==> src/design/assert_macros.svh <==
// ----------------------------------------------------------------------------
// Assertion macros
// Concurrent assertion wrappers; define ASSERT_OFF to compile them out.
// ----------------------------------------------------------------------------
`ifndef ASSERT_MACROS_SVH
`define ASSERT_MACROS_SVH

`ifndef ASSERT_OFF

// Check an implication or sequence property on every clock edge outside reset.
`define ASSERT_PROP(lbl, clk, rst, prop) \
   lbl: assert property (@(posedge clk) disable iff (rst) (prop)) \
      else $error("assertion failed");

// Check that an expression never holds outside reset.
`define ASSERT_NEVER(lbl, clk, rst, expr) \
   lbl: assert property (@(posedge clk) disable iff (rst) !(expr)) \
      else $error("forbidden condition seen");

`else

`define ASSERT_PROP(lbl, clk, rst, prop)
`define ASSERT_NEVER(lbl, clk, rst, expr)

`endif

`endif

==> src/design/fpd_pkg.sv <==
// ----------------------------------------------------------------------------
// Flight phase detector package
// Payload types, configuration bundle, phase/event codes and reload table.
// ----------------------------------------------------------------------------
`default_nettype none

package fpd_pkg;

   localparam int ALT_FIELD_BITS = 17;
   localparam int LIMIT_BITS     = 8;
   localparam int PHASE_BITS     = 8;
   localparam int EVENT_BITS     = 3;
   localparam int RELOAD_BITS    = 15;
   localparam int CSR_INDEX_BITS = 3;
   localparam int CSR_DATA_BITS  = 17;

   // Configuration register indexes
   localparam logic [CSR_INDEX_BITS-1:0] CSR_GROUND_ALTITUDE    = 3'd0;
   localparam logic [CSR_INDEX_BITS-1:0] CSR_LAUNCH_RISE        = 3'd1;
   localparam logic [CSR_INDEX_BITS-1:0] CSR_APOGEE_LIMIT       = 3'd2;
   localparam logic [CSR_INDEX_BITS-1:0] CSR_MAIN_DEPLOY_ALT    = 3'd3;
   localparam logic [CSR_INDEX_BITS-1:0] CSR_MAIN_LIMIT         = 3'd4;
   localparam logic [CSR_INDEX_BITS-1:0] CSR_LANDING_CHANGE     = 3'd5;
   localparam logic [CSR_INDEX_BITS-1:0] CSR_LANDING_LIMIT      = 3'd6;

   // Flight phases; any other value is idle
   localparam logic [PHASE_BITS-1:0] PHASE_PAD        = 8'd0;
   localparam logic [PHASE_BITS-1:0] PHASE_PRE_APOGEE = 8'd1;
   localparam logic [PHASE_BITS-1:0] PHASE_PRE_MAIN   = 8'd2;
   localparam logic [PHASE_BITS-1:0] PHASE_PRE_LANDED = 8'd3;
   localparam logic [PHASE_BITS-1:0] PHASE_LANDED     = 8'd4;

   // Transition events
   localparam logic [EVENT_BITS-1:0] EV_NONE     = 3'd0;
   localparam logic [EVENT_BITS-1:0] EV_LAUNCHED = 3'd1;
   localparam logic [EVENT_BITS-1:0] EV_APOGEE   = 3'd2;
   localparam logic [EVENT_BITS-1:0] EV_MAIN     = 3'd3;
   localparam logic [EVENT_BITS-1:0] EV_LANDED   = 3'd4;

   // Telemetry timer reload values
   localparam logic [RELOAD_BITS-1:0] RELOAD_DEFAULT    = 15'd999;
   localparam logic [RELOAD_BITS-1:0] RELOAD_PRE_APOGEE = 15'd4999;
   localparam logic [RELOAD_BITS-1:0] RELOAD_PRE_MAIN   = 15'd1999;
   localparam logic [RELOAD_BITS-1:0] RELOAD_LANDED     = 15'd19999;

   localparam logic [LIMIT_BITS-1:0] COUNT_MAX = 8'hFF;

   typedef struct packed {
      logic                      mode;
      logic [ALT_FIELD_BITS-1:0] altitude;
   } req_type;

   typedef struct packed {
      logic [PHASE_BITS-1:0]  phase;
      logic [EVENT_BITS-1:0]  event_code;
      logic                   timer_update;
      logic [RELOAD_BITS-1:0] timer_reload;
   } rsp_type;

   typedef struct packed {
      logic [ALT_FIELD_BITS-1:0] ground_altitude;
      logic [ALT_FIELD_BITS-1:0] launch_rise_threshold;
      logic [LIMIT_BITS-1:0]     apogee_sample_limit;
      logic [ALT_FIELD_BITS-1:0] main_floor_altitude;
      logic [LIMIT_BITS-1:0]     main_sample_limit;
      logic [ALT_FIELD_BITS-1:0] landing_change_threshold;
      logic [LIMIT_BITS-1:0]     landing_sample_limit;
   } cfg_type;

   localparam cfg_type CFG_RESET = '{
      ground_altitude:          17'd0,
      launch_rise_threshold:    17'd100,
      apogee_sample_limit:      8'd5,
      main_floor_altitude:      17'd1500,
      main_sample_limit:        8'd5,
      landing_change_threshold: 17'd5,
      landing_sample_limit:     8'd10
   };

   function automatic logic [RELOAD_BITS-1:0] reload_for(input logic [PHASE_BITS-1:0] ph);
      logic [RELOAD_BITS-1:0] r;
      unique case (ph)
         PHASE_PRE_APOGEE: r = RELOAD_PRE_APOGEE;
         PHASE_PRE_MAIN:   r = RELOAD_PRE_MAIN;
         PHASE_LANDED:     r = RELOAD_LANDED;
         default:          r = RELOAD_DEFAULT;
      endcase
      return r;
   endfunction

endpackage

`default_nettype wire

==> src/design/fpd_csr.sv <==
// ----------------------------------------------------------------------------
// Flight phase detector configuration registers
// Holds the seven thresholds and limits written through the CSR port.
// ----------------------------------------------------------------------------
`default_nettype none

module fpd_csr
   import fpd_pkg::*;
(
   input  wire logic                      clock,
   input  wire logic                      reset,
   input  wire logic                      csr_write,
   input  wire logic [CSR_INDEX_BITS-1:0] csr_index,
   input  wire logic [CSR_DATA_BITS-1:0]  csr_wdata,
   output cfg_type                        cfg
);

   cfg_type cfg_ff;
   cfg_type cfg_in;

   always_comb begin
      cfg_in = cfg_ff;
      if (csr_write) begin
         unique case (csr_index)
            CSR_GROUND_ALTITUDE: cfg_in.ground_altitude          = csr_wdata;
            CSR_LAUNCH_RISE:     cfg_in.launch_rise_threshold    = csr_wdata;
            CSR_APOGEE_LIMIT:    cfg_in.apogee_sample_limit      = csr_wdata[LIMIT_BITS-1:0];
            CSR_MAIN_DEPLOY_ALT: cfg_in.main_floor_altitude      = csr_wdata;
            CSR_MAIN_LIMIT:      cfg_in.main_sample_limit        = csr_wdata[LIMIT_BITS-1:0];
            CSR_LANDING_CHANGE:  cfg_in.landing_change_threshold = csr_wdata;
            CSR_LANDING_LIMIT:   cfg_in.landing_sample_limit     = csr_wdata[LIMIT_BITS-1:0];
            default: ;  // unmapped index: drop the write
         endcase
      end
   end

   always_ff @(posedge clock) begin
      if (reset) begin
         cfg_ff <= CFG_RESET;
      end else begin
         cfg_ff <= cfg_in;
      end
   end

   assign cfg = cfg_ff;

endmodule

`default_nettype wire

==> src/design/fpd_tracker.sv <==
// ----------------------------------------------------------------------------
// Flight phase tracker
// Phase, peak, previous altitude and sample counter with next-state logic.
// ----------------------------------------------------------------------------
`default_nettype none

module fpd_tracker
   import fpd_pkg::*;
(
   input  wire logic    clock,
   input  wire logic    reset,
   input  wire logic    step_en,
   input  wire req_type req,
   input  wire cfg_type cfg,
   output rsp_type      result
);

   localparam int AW = ALT_FIELD_BITS;

   logic [PHASE_BITS-1:0] phase_ff, phase_in;
   logic [AW-1:0]         peak_ff, peak_in;
   logic [AW-1:0]         prev_ff, prev_in;
   logic [LIMIT_BITS-1:0] count_ff, count_in;

   logic [AW-1:0]         alt;
   logic [AW-1:0]         ground;
   logic [AW-1:0]         rise;
   logic [AW-1:0]         main_alt;
   logic [AW-1:0]         still_thr;
   logic [AW:0]           launch_level;
   logic [AW-1:0]         diff;
   logic [LIMIT_BITS-1:0] count_inc;
   logic [EVENT_BITS-1:0] event_code;
   logic                  timer_update;

   assign alt       = AW'(req.altitude);
   assign ground    = AW'(cfg.ground_altitude);
   assign rise      = AW'(cfg.launch_rise_threshold);
   assign main_alt  = AW'(cfg.main_floor_altitude);
   assign still_thr = AW'(cfg.landing_change_threshold);

   assign launch_level = {1'b0, ground} + {1'b0, rise};
   assign diff         = (alt >= prev_ff) ? (alt - prev_ff) : (prev_ff - alt);
   // saturate at the top
   assign count_inc    = (count_ff == COUNT_MAX) ? count_ff : (count_ff + 1'b1);

   always_comb begin
      phase_in     = phase_ff;
      peak_in      = peak_ff;
      prev_in      = prev_ff;
      count_in     = count_ff;
      event_code   = EV_NONE;
      timer_update = 1'b0;
      if (req.mode) begin
         phase_in     = phase_ff + 1'b1;
         timer_update = 1'b1;
      end else begin
         unique case (phase_ff)
            PHASE_PAD: begin
               if ({1'b0, alt} > launch_level) begin
                  phase_in     = PHASE_PRE_APOGEE;
                  event_code   = EV_LAUNCHED;
                  timer_update = 1'b1;
               end
            end
            PHASE_PRE_APOGEE: begin
               if (alt > peak_ff) begin
                  peak_in  = alt;
                  count_in = '0;
               end else if (count_inc > cfg.apogee_sample_limit) begin
                  phase_in     = PHASE_PRE_MAIN;
                  count_in     = '0;
                  event_code   = EV_APOGEE;
                  timer_update = 1'b1;
               end else begin
                  count_in = count_inc;
               end
            end
            PHASE_PRE_MAIN: begin
               if (alt < main_alt) begin
                  if (count_inc > cfg.main_sample_limit) begin
                     phase_in     = PHASE_PRE_LANDED;
                     prev_in      = alt;
                     count_in     = '0;
                     event_code   = EV_MAIN;
                     timer_update = 1'b1;
                  end else begin
                     count_in = count_inc;
                  end
               end else begin
                  count_in = '0;
               end
            end
            PHASE_PRE_LANDED: begin
               prev_in = alt;
               if (diff < still_thr) begin
                  if (count_inc > cfg.landing_sample_limit) begin
                     phase_in     = PHASE_LANDED;
                     count_in     = '0;
                     event_code   = EV_LANDED;
                     timer_update = 1'b1;
                  end else begin
                     count_in = count_inc;
                  end
               end else begin
                  count_in = '0;
               end
            end
            PHASE_LANDED: begin
               timer_update = 1'b1;
            end
            default: ;  // idle phase: hold everything
         endcase
      end
   end

   always_ff @(posedge clock) begin
      if (reset) begin
         phase_ff <= PHASE_PAD;
         peak_ff  <= '0;
         prev_ff  <= '0;
         count_ff <= '0;
      end else if (step_en) begin
         phase_ff <= phase_in;
         peak_ff  <= peak_in;
         prev_ff  <= prev_in;
         count_ff <= count_in;
      end
   end

   assign result = '{
      phase:        phase_in,
      event_code:   event_code,
      timer_update: timer_update,
      timer_reload: reload_for(phase_in)
   };

endmodule

`default_nettype wire

==> src/design/flight_phase_detector_unit.sv <==
// ----------------------------------------------------------------------------
// Flight phase detector
// Tracks pad, pre-apogee, pre-main, pre-landed and landed from altitude
// samples and button events; one result per request.
// ----------------------------------------------------------------------------
// Usage:
//   Request channel (req_valid / req_stall / req_data): each request is an
//   altitude sample (mode 0) or a button press (mode 1) advancing the phase.
//   Response channel (rsp_valid / rsp_stall / rsp_data): exactly one response
//   per request, in order, with phase, event code and telemetry timer reload.
//   CSR port (csr_write / csr_index / csr_wdata): single-cycle register
//   writes; write only while no request is in flight.
//   A request passes the input register, then the response register.
//   Throughput: one request per cycle while rsp_stall is low; the tracker
//   state updates as a request moves on, so the next request sees it directly.
//   Stall: a stalled response holds in the response register while one more
//   request waits in the input register; req_stall is high while both hold a
//   request and rsp_stall is high. Reset (synchronous) empties both stages,
//   puts the phase on the pad and loads the register defaults.
// ----------------------------------------------------------------------------
`default_nettype none
`include "assert_macros.svh"

module flight_phase_detector_unit
   import fpd_pkg::*;
(
   input  wire logic                      clock,
   input  wire logic                      reset,
   input  wire logic                      req_valid,
   output      logic                      req_stall,
   input  wire req_type                   req_data,
   output      logic                      rsp_valid,
   input  wire logic                      rsp_stall,
   output rsp_type                        rsp_data,
   input  wire logic                      csr_write,
   input  wire logic [CSR_INDEX_BITS-1:0] csr_index,
   input  wire logic [CSR_DATA_BITS-1:0]  csr_wdata
);

   cfg_type cfg;

   logic    in_valid_ff, in_valid_in;
   req_type in_data_ff;
   logic    rsp_valid_ff, rsp_valid_in;
   rsp_type rsp_data_ff;
   rsp_type step_result;

   logic    rsp_free;
   logic    in_advance;
   logic    req_accept;

   fpd_csr u_csr (
      .clock     (clock),
      .reset     (reset),
      .csr_write (csr_write),
      .csr_index (csr_index),
      .csr_wdata (csr_wdata),
      .cfg       (cfg)
   );

   // Advance the tracker state only as its request moves to the response stage.
   fpd_tracker u_tracker (
      .clock   (clock),
      .reset   (reset),
      .step_en (in_advance),
      .req     (in_data_ff),
      .cfg     (cfg),
      .result  (step_result)
   );

   // Response register is free when empty or being taken this cycle.
   assign rsp_free   = !rsp_valid_ff || !rsp_stall;
   assign in_advance = in_valid_ff && rsp_free;
   assign req_stall  = in_valid_ff && !rsp_free;
   assign req_accept = req_valid && !req_stall;

   assign in_valid_in  = req_accept || (in_valid_ff && !in_advance);
   assign rsp_valid_in = in_advance || (rsp_valid_ff && rsp_stall);

   always_ff @(posedge clock) begin
      if (reset) begin
         in_valid_ff  <= 1'b0;
         rsp_valid_ff <= 1'b0;
      end else begin
         in_valid_ff  <= in_valid_in;
         rsp_valid_ff <= rsp_valid_in;
      end
   end

   // Payload registers: input loads on accept, response on advance; hold otherwise.
   always_ff @(posedge clock) begin
      if (req_accept) begin
         in_data_ff <= req_data;
      end
      if (in_advance) begin
         rsp_data_ff <= step_result;
      end
   end

   assign rsp_valid = rsp_valid_ff;
   assign rsp_data  = rsp_data_ff;

   // An accepted request always lands in the input stage.
   `ASSERT_PROP(a_accept_fills, clock, reset, req_accept |=> in_valid_ff)
   // A request leaving the input stage always produces a response.
   `ASSERT_PROP(a_advance_responds, clock, reset, in_advance |=> rsp_valid_ff)
   // Every transition event reloads the telemetry timer.
   `ASSERT_NEVER(a_event_updates, clock, reset,
      rsp_valid_ff && (rsp_data_ff.event_code != EV_NONE) && !rsp_data_ff.timer_update)
   // Launch always lands in pre-apogee.
   `ASSERT_NEVER(a_launch_phase, clock, reset,
      rsp_valid_ff && (rsp_data_ff.event_code == EV_LAUNCHED)
      && (rsp_data_ff.phase != PHASE_PRE_APOGEE))

endmodule

`default_nettype wire

==> config.mk <==
export PLATFORM = sky130hd
export DESIGN_NAME = flight_phase_detector_unit
export DESIGN_NICKNAME = d
export VERILOG_FILES = /design/src/design/fpd_pkg.sv /design/src/design/fpd_csr.sv /design/src/design/fpd_tracker.sv /design/src/design/flight_phase_detector_unit.sv
export VERILOG_INCLUDE_DIRS = /design/src /design/src/design
export SDC_FILE = /design/constraint.sdc
export NUM_CORES = 1
export LEC_CHECK = 0
export BUFFER_PORTS_ARGS = -buffer_cell sky130_fd_sc_hd__buf_2
export CAP_MARGIN = 40
export CORE_MARGIN = 2
export CORE_UTILIZATION = 50
export DETAILED_ROUTE_END_ITERATION = 12
export PLACE_DENSITY = 0.75
export SLEW_MARGIN = 20
export SYNTH_ARGS = -nofsm -noshare
export SYNTH_HDL_FRONTEND = slang
export SYNTH_HIERARCHICAL = 1
export SYNTH_SLANG_ARGS = --single-unit
==> constraint.sdc <==
create_clock -name clock -period 7.8 [get_ports clock]
set_input_delay 1.56 -clock clock [delete_from_list [all_inputs] [get_ports clock]]
set_output_delay 1.56 -clock clock [all_outputs]
set_load 0.01 [all_outputs]
== Word-level counts from Yosys, hierarchy flattened ==
Index checks and enable logic that the tools add are counted.

* Memory bits (writable): 0
* Output and inout bits: 29
* Latch bits: 0
* Register bits after elaboration: 189
* Word-level logic and storage cells: 114
* Bits in read-only memories: 0
* Memories kept: 0

* Shifts and indexed selects: 0
* Equal/unequal tests: 16
* Magnitude comparators: 8
* Muxes and demuxes: 38
* $add $sub $neg: 5
* $mul: 0
* Bitwise gates (word level): 1
* Reduce and logical (&&, ||, !) cells: 27
* Divide/modulo/power cells: 0

{| class="wikitable"
|+ Operators by type and width
! operator !! count
|-
| 2-to-1 mux 8 bit || 15
|-
| 2-to-1 mux 17 bit || 3
|-
| one-hot mux 15 bit (3 select lines) || 1
|-
| < comparator 17 bit || 2
|-
| one-hot mux 17 bit (2 select lines) || 1
|-
| subtractor 17 bit || 2
|-
| one-hot mux 8 bit (4 select lines) || 1
|-
| == test 8 x 2 -> 1 bit (second input constant) || 3
|-
| greater-than comparator 8 bit || 3
|-
| one-hot mux 8 bit (3 select lines) || 1
|-
| adder 17 x 17 -> 18 bit || 1
|-
| greater-than comparator 17 x 18 -> 1 bit || 1
|-
| >= comparator 17 bit || 1
|-
| greater-than comparator 17 bit || 1
|-
| adder 8 x 1 -> 8 bit (second input constant) || 2
|-
| == test 8 x 1 -> 1 bit (second input constant) || 2
|-
| == test 8 x 3 -> 1 bit (second input constant) || 2
|-
| AND reduction 2 bit || 7
|-
| 2-to-1 mux 3 bit || 4
|-
| one-hot mux 3 bit (4 select lines) || 1
|-
| == test 3 bit (second input constant) || 3
|-
| == test 8 bit (second input constant) || 1
|-
| logical NOT 8 bit || 1
|-
| 2-to-1 mux 1 bit || 8
|-
| 15 further kinds || 28
|}

== Depth between registers and ports, before layout ==
* Word-level depth: 9
* Mapped depth: 25

== Hierarchy ==
Netlist, hierarchy kept.

{| class="wikitable"
|+ Modules (own cells, without submodules)
! module !! times used !! cells an instance !! area an instance (µm²)
|-
| fpd_tracker || 1 || 969 || 7298.2
|-
| fpd_csr || 1 || 342 || 3711.1
|-
| flight_phase_detector_unit || 1 || 55 || 1437.6
|}

== Worst setup path after synthesis ==
No wires, ideal clock.

* Path type: register to register
* Start: register in_data_ff[13] (netlist bit)
* End: register rsp_data_ff (netlist bit rsp_data[8]), data pin
* Period minus slack after synthesis: 5247 ps
* Slack: 2553 ps
* Stages on the path, launching flop included: 25
* Data arrival time: 4996 ps
* Cell sequence: edfxtp_1 > inv_1 > ha_1 > clkbuf_1 > a21o_1 > a21oi_1 > inv_1 > or3_1 > a311o_1 > nand3_1 > nand2_2 > mux2_1 > xnor2_1 > ha_1 > and4_1 > a21oi_1 > nand3_1 > o31ai_1 > and3_1 > o221ai_2 > a311o_1 > buf_6 > and4bb_4 > inv_1 > buf_4

{| class="wikitable"
|+ RTL lines
! item !! line !! source
|-
| start, declared || flight_phase_detector_unit.sv:43 || <nowiki>req_type in_data_ff;</nowiki>
|-
| start signal, assigned || flight_phase_detector_unit.sv:93 || <nowiki>in_data_ff <= req_data;</nowiki>
|-
| end signal, assigned || flight_phase_detector_unit.sv:96 || <nowiki>rsp_data_ff <= step_result;</nowiki>
|-
| end, declared || flight_phase_detector_unit.sv:45 || <nowiki>rsp_type rsp_data_ff;</nowiki>
|}

==> impl_metrics.json <==
{
  "outcome": "complete, no violations",
  "finalHoldViolCount": 0,
  "cpMaxStageDelayCell": "o31ai_1",
  "slew_violations": 0,
  "drv_cap": 0,
  "drt_first_pass_iters": 6,
  "fmax_ghz": 0.1624,
  "power_frac_clock_pct": 38.3,
  "cts_max_level": 4,
  "hold_buffers": 0,
  "worst_pin_slew_ns": 0.8534,
  "reg2reg_depth": 21,
  "layout_common_cells": "nor2_1, ha_1, dfxtp_1",
  "critPathArrivalTime_ns": 6.33,
  "insertedDiodeCount": 0,
  "syn_area_sq_mm": 0.01245,
  "path_delay_family": "compound AO/OA/AOI/OAI gates",
  "slew_headroom_pct": 43.11,
  "drive_above_1_share_pct": 10.25,
  "switching_power_mw": 0.6039,
  "p_seq_share_pct": 47.7,
  "worstHoldPathType": "flip-flop to flip-flop",
  "track_usage_pct": 23.42,
  "syn_inst": 1366,
  "clkSlewWorstSetupHoldPaths_ns": 0.07,
  "worstHoldStart": "u_csr/cfg[55]$_SDFFE_PP0P_",
  "layout.nets": 1593,
  "core_area_sq_mm": 0.02439,
  "antenna_found_initial": 0,
  "cts_tree": "yes",
  "synth_seq_cells": 189,
  "synth_edf_count": 45,
  "busiest_layer": "met2",
  "ant_nets": 0,
  "gp_congestion": 0.9513,
  "path_cells": "inv_1 > ha_1 > nor2b_1 > o2111ai_1 > a311oi_1 > o22a_1 > a311o_1 > nand3_1 > nand2_2 > mux2_1 > xnor2_1 > ha_1 > and4_1 > a21oi_1 > nand3_1 > o31ai_1 > and3_1 > o221ai_2 > a311o_1 > xnor2_1 > or3_1",
  "setup_tns_ns": 0,
  "min_to": "u_csr/cfg[55]$_SDFFE_PP0P_",
  "layout_commonest_cell": "nor2_1",
  "root_buffer": "clkbuf_16",
  "grt_use_met1_pct": 32.52,
  "internal_power_mw": 1.598,
  "async_flop_share_pct": 0,
  "grt_overflow": 0,
  "startpoint_type": "flip-flop",
  "cp_max_fo": 9,
  "area_delta_synth_final_pct": 8.585,
  "wl_per_cell_um": 17.53,
  "clock_sinks": 189,
  "slowest_delay_ns": 0.60,
  "drt-total-wl_um": 30480,
  "holdPathStages": 2,
  "n_fill_cell": 2183,
  "synth_cell_types": 90,
  "ioPinCount": 72,
  "grt_max_degree": 90,
  "drc": 0,
  "period_needed_ns": 6.157,
  "reg2reg_slack_ns": 1.64,
  "timing.rr.start": "in_data_ff[1]$_DFFE_PP_",
  "clock_skew_ns": 0.01303,
  "grt.met3_usage_pct": 2.962,
  "cts_resized": 0,
  "die_x_um": 161.8,
  "initial_core_util_pct": 51.03,
  "insertion_delay_ns": 0.43,
  "grt_pass1_wl_um": 48670,
  "cts_buffers": 17,
  "io_buffers": 71,
  "viasPerCell": 5.603,
  "min_period_over_period_pct": 78.93,
  "clock_path_buffers": 2,
  "combPwrFrac_pct": 14.0,
  "required_ns": 7.98,
  "dr.first_iter.drc_count": 721,
  "critical_path_class": "flip-flop to flip-flop",
  "vias": 9744,
  "power_mw": 2.202,
  "yosysWarnings": 6,
  "cp-end-kind": "flip-flop",
  "die_area_sq_mm": 0.02617,
  "grtUsageMet2_pct": 37.25,
  "grt_pass1_vias": 9381,
  "syn_avg_cell_area_sq_um": 9.112,
  "cp-startpoint": "in_data_ff[1]$_DFFE_PP_",
  "dieHeight_um": 161.8,
  "cellLeakagePower_nw": 5.974,
  "vdd_ir_drop_max_mv": 0.1003,
  "regToRegEndpoint": "rsp_data[6]$_DFFE_PP_",
  "rows": 57,
  "p_sw_share_pct": 27.42,
  "seq_area_frac_synth_pct": 34.02,
  "power.density_mw_per_mm2": 162.9,
  "finalSetupViolCount": 0,
  "rsz0062_at_grt": "false",
  "path_buf_inv": 1,
  "ys.flop_type": "dfxtp_1",
  "dp_hpwl_um": 23030,
  "post_cts.repair.setup_buffers": 0
}
-- state kept, by name, summed over array words and instances, names as in the netlist --
name and cells:
in_data_ff 18, in_valid_ff 1, u_csr/cfg 92, u_tracker/peak_ff 17, rsp_data 27, rsp_valid 1, u_tracker/phase_ff 8, u_tracker/prev_ff 17
u_tracker/count_ff 8
-- through the flow --
step | cell area [sq um] | cells | hold WS, ns | util (%) | setup WS (ns)
global route | 13520 | 1739 | 0.5056 | 55.41 | 1.482
global placement | 12900 | 1704 | 0.4609 | 52.90 | 2.022
floorplan | 12460 | 1369 | 0.4487 | - | 2.553
finish | 13520 | 1739 | 0.4744 | 55.41 | 1.643
CTS | 13500 | 1738 | 0.4789 | 55.33 | 1.859
detailed placement | 12930 | 1706 | 0.4681 | 53.01 | 1.911
-- cell families (layout without fill, tap and decap cells) --
kind of cell | after synthesis | in the layout | share of synthesized area (%)
buffers and inverters | 201 | 247 | 7.026
adder cells (fa/ha/maj) | 148 | 148 | 15.06
AND/OR/NAND/NOR | 418 | 418 | 18.00
multiplexers | 112 | 112 | 9.037
AO/OA/AOI/OAI | 250 | 250 | 13.56
other | 2 | 5 | 0.06034
XOR/XNOR | 46 | 46 | 3.237
flip-flops | 189 | 189 | 34.02
-- worst register-to-register path: stages, from the launching register on --
cell and delay [ns]:
edfxtp_1 0.51, inv_1 0.16, ha_1 0.35, nor2b_1 0.21, o2111ai_1 0.15, a311oi_1 0.31
o22a_1 0.26, a311o_1 0.25, nand3_1 0.15, nand2_2 0.28, mux2_1 0.38, xnor2_1 0.19
ha_1 0.30, and4_1 0.24, a21oi_1 0.15, nand3_1 0.09, o31ai_1 0.60, and3_1 0.30
o221ai_2 0.10, a311o_1 0.46, xnor2_1 0.16, or3_1 0.31
-- worst max-delay path by stage --
stage	endpoint	slack (ns)	depth (start not counted)
3_3_place_gp	rsp_data[6]$_DFFE_PP_	2.02	21
6_report	rsp_data[6]$_DFFE_PP_	1.64	21
5_1_grt	rsp_data[6]$_DFFE_PP_	1.48	21
3_5_place_dp	rsp_data[6]$_DFFE_PP_	1.91	21
2_1_floorplan	rsp_data[8]$_DFFE_PP_	2.55	24
4_1_cts	rsp_data[6]$_DFFE_PP_	1.86	21
-- area by class of cell --
class / count / area [sq um] / share of cell area (%)
multi-input cells: 979 / 7362 / 54.47
flip-flops and latches: 189 / 4234 / 31.33
inverters: 137 / 514.2 / 3.805
repair buffers: 78 / 434.2 / 3.212
clock buffers: 17 / 425.4 / 3.148
well taps: 324 / 405.4 / 2.999
clock inverters: 15 / 140.1 / 1.037
-- Yosys cell counts, types with 6 or more instances --
master	instances	area, sq um
o211ai_1	6	45.04
mux2i_1	109	1091
a21oi_1	95	475.5
or3_1	12	75.07
dfxtp_1	144	2883
xor2_1	19	166.4
o21ai_0	27	135.1
ha_1	145	1814
o21bai_1	15	112.6
nor2_1	147	551.8
nand2b_1	97	606.8
buf_2	14	70.07
buf_4	12	90.09
nand3_1	32	160.2
nor3_1	12	60.06
xnor2_1	27	236.5
nor2b_1	8	50.05
nand4_1	23	143.9
inv_1	137	514.2
clkbuf_1	31	116.4
edfxtp_1	45	1351
a21o_1	27	202.7
nand2_1	43	161.4
o21a_1	11	82.58
-- power groups by stage --
| stage | registers (mW) | clock network [mW] | logic, mW |
|---|---|---|---|
| finish | 1.05 | 0.843 | 0.308 |
| CTS | 1.05 | 0.861 | 0.302 |
| global placement | 1.07 | 0 | 0.293 |
| global route | 1.05 | 0.899 | 0.340 |
| detailed placement | 1.07 | 0 | 0.299 |
| floorplan | 1.07 | 0 | 0.219 |
-- routing by layer --
metal	wire length [um]	up-vias
met5	0	-
met2	13830	276
met4	983	0
met3	1599	57
met1	14070	4608
li1	-	4803
No activity file was read; power rests on OpenSTA's default activity.
